`src/rtl/modular_exponentiation_unit_assert.svh`:
```
// Assertion macros shared by the modular exponentiation unit.
`ifndef MODULAR_EXPONENTIATION_UNIT_ASSERT_SVH
`define MODULAR_EXPONENTIATION_UNIT_ASSERT_SVH

// The condition must hold on every rising clock edge while out of reset.
`define MEU_ASSERT_ALWAYS(lbl, clk, rst_n, cond, msg) \
    lbl: assert property (@(posedge clk) disable iff (!rst_n) (cond)) \
        else $error(msg);

// When the antecedent holds, the consequent must hold in the next cycle.
`define MEU_ASSERT_NEXT(lbl, clk, rst_n, ante, cons, msg) \
    lbl: assert property (@(posedge clk) disable iff (!rst_n) (ante) |=> (cons)) \
        else $error(msg);

`endif

```
`src/rtl/mexp_pkg.sv`:
```
// Shared types, constants and microcode program of the modular exponentiation unit.
`timescale 1ns / 1ps

package mexp_pkg;

    localparam int MOD_WIDTH      = 16;
    localparam int EXP_WIDTH      = 31;
    localparam int BASE_WIDTH     = 31;
    localparam int PROD_WIDTH     = 2 * MOD_WIDTH;
    localparam int CNT_WIDTH      = $clog2(PROD_WIDTH);
    localparam int CFG_IDX_WIDTH  = 2;
    localparam int CFG_DATA_WIDTH = 32;
    localparam int PC_WIDTH       = 4;

    localparam logic [CNT_WIDTH-1:0]     CNT_LAST     = CNT_WIDTH'(PROD_WIDTH - 1);
    localparam logic [CFG_IDX_WIDTH-1:0] CFG_MODULUS  = CFG_IDX_WIDTH'(0);
    localparam logic [CFG_IDX_WIDTH-1:0] CFG_EXPONENT = CFG_IDX_WIDTH'(1);

    typedef logic [PC_WIDTH-1:0] t_pc;

    // Program addresses.
    localparam t_pc PC_IDLE     = PC_WIDTH'(0);
    localparam t_pc PC_RED_BASE = PC_WIDTH'(1);
    localparam t_pc PC_WR_BASE  = PC_WIDTH'(2);
    localparam t_pc PC_TEST_BIT = PC_WIDTH'(3);
    localparam t_pc PC_MUL_ACC  = PC_WIDTH'(4);
    localparam t_pc PC_RED_ACC  = PC_WIDTH'(5);
    localparam t_pc PC_WR_ACC   = PC_WIDTH'(6);
    localparam t_pc PC_SHIFT    = PC_WIDTH'(7);
    localparam t_pc PC_RED_SQ   = PC_WIDTH'(8);
    localparam t_pc PC_WR_SQ    = PC_WIDTH'(9);
    localparam t_pc PC_EMIT     = PC_WIDTH'(10);
    localparam t_pc PC_RETURN   = PC_WIDTH'(11);

    typedef enum logic [1:0] {
        LD_NONE,
        LD_BASE,
        LD_ACC_MUL,
        LD_SQ_MUL
    } t_load;

    typedef enum logic [1:0] {
        WR_NONE,
        WR_ACC,
        WR_SQ
    } t_write;

    typedef enum logic [2:0] {
        COND_NEVER,
        COND_ALWAYS,
        COND_NO_INPUT,
        COND_RED_BUSY,
        COND_EXP_ZERO,
        COND_BIT0_CLR,
        COND_EXP_LAST,
        COND_OUT_BUSY
    } t_cond;

    typedef struct packed {
        t_load  load;
        logic   red;
        t_write wr;
        logic   exp_shift;
        logic   accept;
        logic   emit;
        logic   hold;
        t_cond  cond;
        t_pc    target;
    } t_ctrl;

    typedef struct packed {
        logic red_busy;
        logic exp_zero;
        logic exp_last;
        logic exp_bit0;
        logic out_busy;
    } t_status;

    localparam t_ctrl CTRL_NOP = '{
        load: LD_NONE, red: 1'b0, wr: WR_NONE, exp_shift: 1'b0, accept: 1'b0,
        emit: 1'b0, hold: 1'b0, cond: COND_NEVER, target: PC_IDLE
    };

    // Microcode store. A jump goes to target when cond holds, otherwise to the
    // next step. With hold set, a taken jump also suppresses the step's actions other than accept.
    function automatic t_ctrl mexp_ucode(input t_pc pc);
        t_ctrl w;
        w = CTRL_NOP;
        unique case (pc)
            PC_IDLE: begin
                w.load   = LD_BASE;
                w.accept = 1'b1;
                w.hold   = 1'b1;
                w.cond   = COND_NO_INPUT;
                w.target = PC_IDLE;
            end
            PC_RED_BASE: begin
                w.red    = 1'b1;
                w.cond   = COND_RED_BUSY;
                w.target = PC_RED_BASE;
            end
            PC_WR_BASE: begin
                w.wr     = WR_SQ;
                w.cond   = COND_EXP_ZERO;
                w.target = PC_EMIT;
            end
            PC_TEST_BIT: begin
                w.cond   = COND_BIT0_CLR;
                w.target = PC_SHIFT;
            end
            PC_MUL_ACC: begin
                w.load = LD_ACC_MUL;
            end
            PC_RED_ACC: begin
                w.red    = 1'b1;
                w.cond   = COND_RED_BUSY;
                w.target = PC_RED_ACC;
            end
            PC_WR_ACC: begin
                w.wr = WR_ACC;
            end
            PC_SHIFT: begin
                w.load      = LD_SQ_MUL;
                w.exp_shift = 1'b1;
                w.cond      = COND_EXP_LAST;
                w.target    = PC_EMIT;
            end
            PC_RED_SQ: begin
                w.red    = 1'b1;
                w.cond   = COND_RED_BUSY;
                w.target = PC_RED_SQ;
            end
            PC_WR_SQ: begin
                w.wr     = WR_SQ;
                w.cond   = COND_ALWAYS;
                w.target = PC_TEST_BIT;
            end
            PC_EMIT: begin
                w.emit   = 1'b1;
                w.hold   = 1'b1;
                w.cond   = COND_OUT_BUSY;
                w.target = PC_EMIT;
            end
            PC_RETURN: begin
                w.cond   = COND_ALWAYS;
                w.target = PC_IDLE;
            end
            default: begin
                w.cond   = COND_ALWAYS;
                w.target = PC_IDLE;
            end
        endcase
        return w;
    endfunction

endpackage

```
`src/rtl/modular_exponentiation_unit.sv`:
```
// Top level of the modular exponentiation unit: key registers and sequencer/datapath.
//
// Computes base^exponent mod modulus with right-to-left square-and-multiply.
// Configuration: write index 0 (modulus, low 16 data bits) or index 1
// (exponent, low 31 bits) on the cfg channel; ready is always high and a
// write to any other index is dropped. Write only while the unit is idle.
// Input: a base value is taken when i_in_valid is high and o_in_stall low.
// Output: one result per input, held on o_power_result while o_out_valid is
// high and i_out_stall is high; it leaves at an edge with i_out_stall low.
// Operation: all modular reductions share one bit-serial reducer; the reductions
// of the accumulator and square products each follow a registered 16x16
// product, while the base is reduced directly. Items are processed one at a
// time: the next base is taken only after the result has been emitted.
// A stalled result blocks completion of the following item only at its end.
// Reset (synchronous, active low) sets modulus and exponent to 1 and empties
// the output register.
`timescale 1ns / 1ps

module modular_exponentiation_unit (
    input  logic                                    i_clk,
    input  logic                                    i_rst_n,
    input  logic                                    i_cfg_valid,
    output logic                                    o_cfg_ready,
    input  logic [mexp_pkg::CFG_IDX_WIDTH-1:0]      i_cfg_index,
    input  logic [mexp_pkg::CFG_DATA_WIDTH-1:0]     i_cfg_data,
    input  logic                                    i_in_valid,
    output logic                                    o_in_stall,
    input  logic [mexp_pkg::BASE_WIDTH-1:0]         i_base_value,
    output logic                                    o_out_valid,
    input  logic                                    i_out_stall,
    output logic [mexp_pkg::MOD_WIDTH-1:0]          o_power_result
);
    import mexp_pkg::*;

    logic [MOD_WIDTH-1:0] r_modulus;
    logic [EXP_WIDTH-1:0] r_exponent;
    t_ctrl                ctrl;
    t_status              status;

    assign o_cfg_ready = 1'b1;

    always_ff @(posedge i_clk) begin
        if (!i_rst_n) begin
            r_modulus  <= MOD_WIDTH'(1);
            r_exponent <= EXP_WIDTH'(1);
        end else if (i_cfg_valid) begin
            unique case (i_cfg_index)
                CFG_MODULUS:  r_modulus  <= i_cfg_data[MOD_WIDTH-1:0];
                CFG_EXPONENT: r_exponent <= i_cfg_data[EXP_WIDTH-1:0];
                default: ;
            endcase
        end
    end

    mexp_sequencer u_seq (
        .i_clk      (i_clk),
        .i_rst_n    (i_rst_n),
        .i_in_valid (i_in_valid),
        .i_status   (status),
        .o_ctrl     (ctrl),
        .o_in_stall (o_in_stall)
    );

    mexp_datapath u_dp (
        .i_clk          (i_clk),
        .i_rst_n        (i_rst_n),
        .i_ctrl         (ctrl),
        .i_base_value   (i_base_value),
        .i_modulus      (r_modulus),
        .i_exponent     (r_exponent),
        .i_out_stall    (i_out_stall),
        .o_status       (status),
        .o_out_valid    (o_out_valid),
        .o_power_result (o_power_result)
    );

endmodule

```
`src/rtl/mexp_sequencer.sv`:
```
// Microcode sequencer: step counter, control store lookup and jump logic.
`timescale 1ns / 1ps
`include "modular_exponentiation_unit_assert.svh"

module mexp_sequencer (
    input  logic             i_clk,
    input  logic             i_rst_n,
    input  logic             i_in_valid,
    input  mexp_pkg::t_status i_status,
    output mexp_pkg::t_ctrl  o_ctrl,
    output logic             o_in_stall
);
    import mexp_pkg::*;

    t_pc   r_pc;
    t_pc   n_pc;
    t_ctrl word;
    logic  take;

    always_ff @(posedge i_clk) begin
        if (!i_rst_n) begin
            r_pc <= PC_IDLE;
        end else begin
            r_pc <= n_pc;
        end
    end

    always_comb begin
        word = mexp_ucode(r_pc);
        unique case (word.cond)
            COND_NEVER:    take = 1'b0;
            COND_ALWAYS:   take = 1'b1;
            COND_NO_INPUT: take = !i_in_valid;
            COND_RED_BUSY: take = i_status.red_busy;
            COND_EXP_ZERO: take = i_status.exp_zero;
            COND_BIT0_CLR: take = !i_status.exp_bit0;
            COND_EXP_LAST: take = i_status.exp_last;
            COND_OUT_BUSY: take = i_status.out_busy;
        endcase
        n_pc   = take ? word.target : r_pc + PC_WIDTH'(1);
        o_ctrl = word;
        if (word.hold && take) begin
            o_ctrl.load      = LD_NONE;
            o_ctrl.red       = 1'b0;
            o_ctrl.wr        = WR_NONE;
            o_ctrl.exp_shift = 1'b0;
            o_ctrl.emit      = 1'b0;
        end
    end

    assign o_in_stall = !word.accept;

    `MEU_ASSERT_NEXT(a_accept_starts, i_clk, i_rst_n, i_in_valid && !o_in_stall,
        r_pc == PC_RED_BASE, "accepted transaction did not start the base reduction")
    `MEU_ASSERT_ALWAYS(a_pc_in_program, i_clk, i_rst_n, r_pc <= PC_RETURN,
        "step counter left the program")

endmodule

```
`src/rtl/mexp_datapath.sv`:
```
// Datapath: operand registers, 16x16 multiplier, bit-serial reducer and output register.
`timescale 1ns / 1ps
`include "modular_exponentiation_unit_assert.svh"

module mexp_datapath (
    input  logic                                 i_clk,
    input  logic                                 i_rst_n,
    input  mexp_pkg::t_ctrl                      i_ctrl,
    input  logic [mexp_pkg::BASE_WIDTH-1:0]      i_base_value,
    input  logic [mexp_pkg::MOD_WIDTH-1:0]       i_modulus,
    input  logic [mexp_pkg::EXP_WIDTH-1:0]       i_exponent,
    input  logic                                 i_out_stall,
    output mexp_pkg::t_status                    o_status,
    output logic                                 o_out_valid,
    output logic [mexp_pkg::MOD_WIDTH-1:0]       o_power_result
);
    import mexp_pkg::*;

    logic [PROD_WIDTH-1:0] r_x;
    logic [MOD_WIDTH-1:0]  r_rem;
    logic [MOD_WIDTH-1:0]  r_mod;
    logic [CNT_WIDTH-1:0]  r_bitcnt;
    logic [MOD_WIDTH-1:0]  r_acc;
    logic [MOD_WIDTH-1:0]  r_sq;
    logic [EXP_WIDTH-1:0]  r_exp;
    logic [MOD_WIDTH-1:0]  r_result;
    logic                  r_out_valid;

    logic [MOD_WIDTH:0]    trial;
    logic [MOD_WIDTH:0]    diff;
    logic [MOD_WIDTH-1:0]  red_rem;
    logic [MOD_WIDTH-1:0]  mod_eff;
    logic                  out_busy;

    // Restoring reduction: shift in one dividend bit, subtract the modulus if it fits.
    // The remainder stays below the modulus, so the trial value stays below twice it.
    assign trial   = {r_rem, r_x[PROD_WIDTH-1]};
    assign diff    = trial - {1'b0, r_mod};
    assign red_rem = diff[MOD_WIDTH] ? trial[MOD_WIDTH-1:0] : diff[MOD_WIDTH-1:0];

    // A zero modulus behaves like a modulus of one.
    assign mod_eff  = (i_modulus == '0) ? MOD_WIDTH'(1) : i_modulus;
    assign out_busy = r_out_valid && i_out_stall;

    always_ff @(posedge i_clk) begin
        if (!i_rst_n) begin
            r_rem       <= '0;
            r_mod       <= MOD_WIDTH'(1);
            r_bitcnt    <= '0;
            r_out_valid <= 1'b0;
        end else begin
            if (i_ctrl.load != LD_NONE) begin
                r_rem    <= '0;
                r_bitcnt <= '0;
            end else if (i_ctrl.red) begin
                r_rem    <= red_rem;
                r_bitcnt <= r_bitcnt + CNT_WIDTH'(1);
            end
            if (i_ctrl.load == LD_BASE) begin
                r_mod <= mod_eff;
            end
            if (i_ctrl.emit) begin
                r_out_valid <= 1'b1;
            end else if (!i_out_stall) begin
                r_out_valid <= 1'b0;
            end
        end
    end

    always_ff @(posedge i_clk) begin
        unique case (i_ctrl.load)
            LD_NONE: begin
                if (i_ctrl.red) begin
                    r_x <= {r_x[PROD_WIDTH-2:0], 1'b0};
                end
            end
            LD_BASE: begin
                r_x   <= PROD_WIDTH'(i_base_value);
                r_acc <= MOD_WIDTH'(1);
                r_exp <= i_exponent;
            end
            LD_ACC_MUL: r_x <= PROD_WIDTH'(r_acc) * PROD_WIDTH'(r_sq);
            LD_SQ_MUL:  r_x <= PROD_WIDTH'(r_sq) * PROD_WIDTH'(r_sq);
            default:    r_x <= r_x;
        endcase
        unique case (i_ctrl.wr)
            WR_ACC:  r_acc <= r_rem;
            WR_SQ:   r_sq  <= r_rem;
            default: ;
        endcase
        if (i_ctrl.exp_shift) begin
            r_exp <= r_exp >> 1;
        end
        if (i_ctrl.emit) begin
            r_result <= r_acc;
        end
    end

    assign o_status.red_busy = r_bitcnt != CNT_LAST;
    assign o_status.exp_zero = r_exp == '0;
    assign o_status.exp_last = r_exp[EXP_WIDTH-1:1] == '0;
    assign o_status.exp_bit0 = r_exp[0];
    assign o_status.out_busy = out_busy;

    assign o_out_valid    = r_out_valid;
    assign o_power_result = r_result;

    `MEU_ASSERT_ALWAYS(a_rem_below_mod, i_clk, i_rst_n, r_rem < r_mod,
        "partial remainder reached the modulus")
    `MEU_ASSERT_ALWAYS(a_mod_nonzero, i_clk, i_rst_n, r_mod != '0,
        "working modulus is zero")
    `MEU_ASSERT_NEXT(a_emit_valid, i_clk, i_rst_n, i_ctrl.emit,
        r_out_valid, "emitted result did not raise output valid")

endmodule
```
`config.mk`:
```
export PLATFORM = sky130hd
export DESIGN_NAME = modular_exponentiation_unit
export DESIGN_NICKNAME = d
export VERILOG_FILES = /design/src/rtl/mexp_pkg.sv /design/src/rtl/modular_exponentiation_unit.sv /design/src/rtl/mexp_sequencer.sv /design/src/rtl/mexp_datapath.sv
export VERILOG_INCLUDE_DIRS = /design/src /design/src/rtl
export SDC_FILE = /design/constraint.sdc
export NUM_CORES = 1
export LEC_CHECK = 0
export BUFFER_PORTS_ARGS = -buffer_cell sky130_fd_sc_hd__buf_2
export CORE_UTILIZATION = 30
export CTS_CLUSTER_DIAMETER = 30
export DETAILED_ROUTE_END_ITERATION = 10
export SYNTH_ARGS = -nofsm -noshare
export SYNTH_HDL_FRONTEND = slang
export SYNTH_SLANG_ARGS = --single-unit
export TNS_END_PERCENT = 10
```
`constraint.sdc`:
```
create_clock -name i_clk -period 12.9 [get_ports i_clk]
set_input_delay 2.58 -clock i_clk [delete_from_list [all_inputs] [get_ports i_clk]]
set_output_delay 2.58 -clock i_clk [all_outputs]
set_load 0.02 [all_outputs]
```
### Word level (Yosys, flattened, before mapping)

Index checks and enable logic that the tools add are counted.

* output and inout port bits: 19
* word-level logic and storage cells: 89
* register bits: 200

* bitwise logic cells: 1
* reductions and logical operators: 22
* add/sub/neg operators: 3
* multiply operators: 2
* equality and inequality tests: 26
* multiplexer cells: 22

Operators by type and width (count)
* 32-bit case mux with 4 select lines: 1
* 7-bit case mux with 10 select lines: 1
* 16-bit by 16-bit multiplier with 32-bit output: 2
* 16-bit 2-to-1 mux: 4
* 30-bit 2-to-1 mux: 2
* 32-bit 2-to-1 mux: 1
* 31-bit logical NOT: 1
* 30-bit logical NOT: 1
* 17-bit by 16-bit subtractor with 17-bit output: 1
* 4-bit by 3-bit == test with 1-bit output, second input constant: 4
* 16-bit logical NOT: 1
* 3-bit == test, second input constant: 4
* 4-bit == test, second input constant: 3
* 4-bit by 2-bit == test with 1-bit output, second input constant: 2
* 1-bit 2-to-1 mux: 8
* 1-bit case mux with 8 select lines: 1
* 2-bit OR reduction: 4
* 2-bit by 1-bit == test with 1-bit output, second input constant: 3
* 2-bit == test, second input constant: 3
* 3-bit by 2-bit == test with 1-bit output, second input constant: 2
* 6-bit 2-to-1 mux: 1
* 2-bit case mux with 3 select lines: 1
* 2-bit nonzero test: 3
* 5-bit by 1-bit adder with 5-bit output, second input constant: 1
* other kinds (16): 21

### Longest topological paths before layout

* depth in word-level cells: 10
* mapped depth: 26

### Modules after synthesis

From an unflattened synthesis, not the netlist that was laid out.

* cells, all modules: 2636
* area total of the unflattened synthesis: 25175.4 um^2

By module, submodules not included
* mexp_datapath: instances 1, sequential area each 4083.9 um^2, cells each 2372, area each 22788.1 um^2
* modular_exponentiation_unit: instances 1, sequential area each 940.9 um^2, cells each 190, area each 1854.3 um^2
* mexp_sequencer: instances 1, sequential area each 80.1 um^2, cells each 74, area each 533.0 um^2

### Worst setup path after synthesis

No wires, ideal clock.

* path type: reg-to-reg
* from: register u_dp.r_sq[1]
* to: register u_dp.r_x[30] (data pin)
* path buffers: 3
* data arrival time: 6.293 ns
* period minus slack after synthesis: 6.557 ns
* slack: 6.343 ns
* stages on the path, launching flop included: 24
* cell sequence: edfxtp_1 clkbuf_1 clkbuf_1 nand2_1 fa_1 fa_1 inv_1 fa_1 fa_1 fa_1 inv_1 fa_1 inv_1 ha_1 clkbuf_1 a2111oi_0 o21ai_0 o22ai_1 a21oi_1 o21ai_0 o22ai_1 a221oi_1 mux2i_1 a31oi_1

* cells in the longest elaborated chain, start to end: 2
* elaborated cells on any way between the ends: 3
* those cells by class: mul (2); mux (1)

Ends and longest elaborated chain
* from (decl): RTL line mexp_datapath.sv:24 `logic [MOD_WIDTH-1:0] r_sq;`
* from (signal assigned): RTL line mexp_datapath.sv:88 `WR_SQ: r_sq <= r_rem;`
* 16-bit by 16-bit multiplier with 32-bit output, on equally long branches: RTL line mexp_datapath.sv:83, mexp_datapath.sv:82
* 32-bit case mux with 4 select lines *: RTL line mexp_datapath.sv:71 `unique case (i_ctrl.load)`
* to (signal assigned): RTL line mexp_datapath.sv:74 `r_x <= {r_x[PROD_WIDTH-2:0], 1'b0};`
* to (signal assigned): RTL line mexp_datapath.sv:83 `LD_SQ_MUL: r_x <= PROD_WIDTH'(r_sq) * PROD_WIDTH'(r_sq);`
* to (signal assigned): RTL line mexp_datapath.sv:84 `default: r_x <= r_x;`
* to (decl): RTL line mexp_datapath.sv:19 `logic [PROD_WIDTH-1:0] r_x;`

Mark *: on every way between the ends. The rest lies on a longest branch, timed or not.
A chain may end at the register's enable or synchronous reset.

### Worst setup path after layout

* from: register u_dp.r_acc[8]
* to: register u_dp.r_x[28] (data pin)

* cells in the longest elaborated chain, start to end: 2

Ends and longest elaborated chain
* from (decl): RTL line mexp_datapath.sv:23 `logic [MOD_WIDTH-1:0] r_acc;`
* from (signal assigned): RTL line mexp_datapath.sv:87 `WR_ACC: r_acc <= r_rem;`
* 16-bit by 16-bit multiplier with 32-bit output: RTL line mexp_datapath.sv:82 `LD_ACC_MUL: r_x <= PROD_WIDTH'(r_acc) * PROD_WIDTH'(r_sq);`
* 32-bit case mux with 4 select lines: RTL line mexp_datapath.sv:71
* to (signal assigned): RTL line mexp_datapath.sv:82
* to (signal assigned): RTL line mexp_datapath.sv:83
* to (signal assigned): RTL line mexp_datapath.sv:84

Every way passes these cells.

==> metrics.txt <==
result of the run=finished, final reports clean; utilization after layout=33.10%; synthesis-to-layout area growth=8.615%; Cells on Worst Hold Path=2; CP arrival=7440 ps; number of top-level pins=89; number of antenna violations at the first check in global routing=4; post-placement cell area=26760 um2; WS Path Type=flip-flop to flip-flop; fraction of synthesis flops using an asynchronous set or reset pin=0%; max frequency=138.1 MHz; category of the worst setup path launch point=flip-flop; number of cells produced by synthesis=2802; total number of clock tree sinks=200; post-DR wirelength/cell=16.93 um; clock slew at reported path FFs=80 ps; kind of end point of the critical path=flip-flop; die outline area=85110 um2; effective utilization at floorplan=30.48%; Final TNS setup=0 ps; Clock Latency Late Sink=440 ps; total area of multi-input combinational cells=17660 um2; Num CTS Buffers=17; clock tree from TritonCTS=built; RSZ-0062 raised after global routing=false; total count of max-transition violations in the final report=0; row count=105; path depth of the worst reg2reg path=20; synth warn=0; number of buffers added to fix hold violations after cts=0; count of state elements after synthesis=200; final hold slack=454.6 ps; WHS Endpoint=r_exponent[26]$_SDFFE_PN0P_; Floorplan Core Area=82640 um2; Worst-Margin Slew=1371 ps; DRC marker count from the first detailed-route iteration=1370; buffer type at the clock tree root=sky130_fd_sc_hd__clkbuf_16; share of final-layout standard cells stronger than drive strength 1=6.711%; Max-Cap Viols=0; total number of nets in the final design=3473; average cell area after synthesis=8.988 um2; final setup violation count=0; detailed-route vias per instance=4.863; path type of the worst min-delay path=flip-flop to flip-flop; Worst EP required=13090 ps; number of distinct library cells after synthesis=81; minimum setup slack among reg-to-reg paths=5660 ps; number of resized instances in the post-cts repair step=0; horizontal die dimension=291.7 um; Hold Crit Start=r_exponent[26]$_SDFFE_PN0P_; aggregate global-route resource usage=15.91%; total grt overflow=0; Max Buffers Root-to-Sink=2; filler cell count in the final layout=8573; y dimension of the die=291.7 um; number of detailed-route iterations in the first pass=5; total wire length=66040 um; relative slew slack=7.638%; proportion of synthesized chip area in sequential cells=20.27%; Reg area=5105 um2; wire length of the first global-routing pass=107300 um; Final Instance Area=27350 um2; number of port buffers=86; number of antenna-violating nets in the routed design=0; number of H-tree levels=4; number of hold violations in the final report=0; largest fanout on the critical path=17; R2R Path End=u_dp.r_x[28]$_DFFE_PP_; share of the clock period used by the worst path=56.14%; Layout Skew=16.81 ps; Detailed Place HPWL=50300 um; Via Count=18970; number of flops mapped to enable cells by yosys=110; crit path time final=7243 ps; Setup Fix Bufs, Post-CTS=0; R2R Path Start=u_dp.r_acc[8]$_SDFFCE_PP0P_; top flip-flop cell by instance count after synthesis=sky130_fd_sc_hd__edfxtp_1; largest net degree at the start of global routing=48; via count of the first global-routing pass=19050; Syn Nets=3457; cell area after technology mapping=25180 um2; GPL Wtd Cong=0.8498; DRC violation count after routing=0
-- per-stage QoR --
stage	setup slack [ps]	instances
after floorplan	6343	2802
final	5657	3902
after CTS	5694	3901
after detailed placement	5712	3869
after global placement	5740	3869
after global routing	5357	3901
-- area by class of cell --
| class | count | share of cell area, % |
|---|---|---|
| Sequential cell | 200 | 18.66 |
| Clock buffer | 19 | 1.660 |
| Timing Repair Buffer | 129 | 2.754 |
| Tap cell | 1070 | 4.894 |
| Multi-Input combinational cell | 1961 | 64.55 |
| Antenna cell | 1 | 0.009148 |
| Clock inverter | 13 | 0.4849 |
| Inverter | 509 | 6.985 |
-- layout by cell type (no fill, tap or decap), types with 26 or more instances in the layout --
cell type | Yosys | layout
sky130_fd_sc_hd__dfxtp_1 | 90 | 90
sky130_fd_sc_hd__fa_1 | 357 | 357
sky130_fd_sc_hd__edfxtp_1 | 110 | 110
sky130_fd_sc_hd__nand3_1 | 26 | 26
sky130_fd_sc_hd__nor2_1 | 94 | 93
sky130_fd_sc_hd__buf_4 | 7 | 43
sky130_fd_sc_hd__nor2b_1 | 33 | 33
sky130_fd_sc_hd__nand2_1 | 465 | 465
sky130_fd_sc_hd__buf_2 | 10 | 86
sky130_fd_sc_hd__nor3_1 | 28 | 28
sky130_fd_sc_hd__o21ai_0 | 53 | 51
sky130_fd_sc_hd__xnor2_1 | 41 | 41
sky130_fd_sc_hd__a21oi_1 | 111 | 111
sky130_fd_sc_hd__a21o_1 | 33 | 33
sky130_fd_sc_hd__and2_1 | 157 | 157
sky130_fd_sc_hd__and3_1 | 27 | 27
sky130_fd_sc_hd__ha_1 | 228 | 228
sky130_fd_sc_hd__inv_1 | 508 | 508
-- cells in the mapped netlist (6+ instances only) --
cell type,instances,area [um2]
sky130_fd_sc_hd__nand4_1,11,68.82
sky130_fd_sc_hd__buf_4,7,52.55
sky130_fd_sc_hd__fa_1,357,7147
sky130_fd_sc_hd__nor4b_1,6,52.55
sky130_fd_sc_hd__nor3_1,28,140.1
sky130_fd_sc_hd__buf_2,10,50.05
sky130_fd_sc_hd__xnor2_1,41,359.1
sky130_fd_sc_hd__o21ai_0,53,265.3
sky130_fd_sc_hd__nand3_1,26,130.1
sky130_fd_sc_hd__o221ai_1,7,61.31
sky130_fd_sc_hd__mux2i_1,22,220.2
sky130_fd_sc_hd__a21o_1,33,247.7
sky130_fd_sc_hd__o22ai_1,6,37.54
sky130_fd_sc_hd__edfxtp_1,110,3303
sky130_fd_sc_hd__a211oi_1,8,60.06
sky130_fd_sc_hd__o211ai_1,18,135.1
sky130_fd_sc_hd__nand2_1,465,1745
sky130_fd_sc_hd__xor2_1,21,183.9
sky130_fd_sc_hd__o31ai_1,14,105.1
sky130_fd_sc_hd__o21a_1,20,150.1
sky130_fd_sc_hd__a22oi_1,6,45.04
sky130_fd_sc_hd__or2_2,7,43.79
sky130_fd_sc_hd__dfxtp_1,90,1802
sky130_fd_sc_hd__buf_1,7,26.28
sky130_fd_sc_hd__nand2b_1,15,93.84
sky130_fd_sc_hd__nor2_1,94,352.8
sky130_fd_sc_hd__a221oi_1,11,96.34
sky130_fd_sc_hd__a21boi_0,6,45.04
sky130_fd_sc_hd__o21bai_1,7,52.55
sky130_fd_sc_hd__clkbuf_1,106,397.9
sky130_fd_sc_hd__inv_1,508,1907
sky130_fd_sc_hd__nor4_1,21,131.4
sky130_fd_sc_hd__or3_1,7,43.79
sky130_fd_sc_hd__ha_1,228,2853
sky130_fd_sc_hd__nor2b_1,33,206.5
sky130_fd_sc_hd__and3_1,27,168.9
sky130_fd_sc_hd__a31oi_1,15,93.84
sky130_fd_sc_hd__and2_1,157,982.2
sky130_fd_sc_hd__a21oi_1,111,555.5
-- layer usage --
metal | vias up | wire length, um | GRT usage [%]
met5 | - | 0 | 0
met4 | 0 | 872 | 2.786
met3 | 46 | 3045 | 1.484
met2 | 427 | 30560 | 25.87
met1 | 9521 | 31560 | 23.09
li1 | 8980 | - | -
-- critical path, stage by stage (launching register included) --
cell and delay (ps):
sky130_fd_sc_hd__edfxtp_1 1000, sky130_fd_sc_hd__nand2_1 190, sky130_fd_sc_hd__fa_1 560, sky130_fd_sc_hd__inv_1 50, sky130_fd_sc_hd__fa_1 480, sky130_fd_sc_hd__fa_1 590
sky130_fd_sc_hd__fa_1 440, sky130_fd_sc_hd__fa_1 490, sky130_fd_sc_hd__inv_1 50, sky130_fd_sc_hd__fa_1 470, sky130_fd_sc_hd__inv_1 40, sky130_fd_sc_hd__ha_1 360
sky130_fd_sc_hd__a2111oi_0 400, sky130_fd_sc_hd__o21ai_0 160, sky130_fd_sc_hd__o22ai_1 250, sky130_fd_sc_hd__a21oi_1 120, sky130_fd_sc_hd__o21ai_0 420, sky130_fd_sc_hd__o22ai_1 200
sky130_fd_sc_hd__nor3_1 260, sky130_fd_sc_hd__nor4_1 90, sky130_fd_sc_hd__o32a_1 370
-- cells by family after synthesis --
logic type | Yosys count | synth area share, %
AOI/OAI and AO/OA | 370 | 9.842
buffers and inverters | 641 | 9.767
DFF | 200 | 20.27
and+or+nand+nor | 918 | 17.23
xor gates and xnor gates | 62 | 2.156
adders and majority gates | 585 | 39.71
muxes | 25 | 1.009
other | 1 | 0.01489
-- sequential cells by signal, summed over array words and instances (netlist names) --
| register | flops |
|---|---|
| r_modulus | 16 |
| u_dp.r_exp | 31 |
| u_seq.r_pc | 4 |
| u_dp.r_mod | 16 |
| u_dp.o_out_valid | 1 |
| u_dp.r_x | 32 |
| u_dp.r_bitcnt | 5 |
| u_dp.r_sq | 16 |
| r_exponent | 31 |
| u_dp.r_acc | 16 |
| u_dp.r_rem | 16 |
| u_dp.o_power_result | 16 |
-- worst max-delay path by stage --
stage | start | end | cells after the start | slack (ps)
after global placement | u_dp.r_acc[8]$_SDFFCE_PP0P_ | u_dp.r_x[30]$_DFFE_PP_ | 20 | 5740
after CTS | u_dp.r_acc[8]$_SDFFCE_PP0P_ | u_dp.r_x[30]$_DFFE_PP_ | 20 | 5690
after detailed placement | u_dp.r_acc[8]$_SDFFCE_PP0P_ | u_dp.r_x[30]$_DFFE_PP_ | 20 | 5710
final | u_dp.r_acc[8]$_SDFFCE_PP0P_ | u_dp.r_x[28]$_DFFE_PP_ | 20 | 5660
after floorplan | u_dp.r_sq[1]$_DFFE_PN_ | u_dp.r_x[30]$_DFFE_PP_ | 23 | 6340
after global routing | u_dp.r_acc[8]$_SDFFCE_PP0P_ | u_dp.r_x[30]$_DFFE_PP_ | 20 | 5360
Power is left out: the tool's default activity adds up to more than one toggle a clock period on the data nets, which glitch-free logic cannot reach.
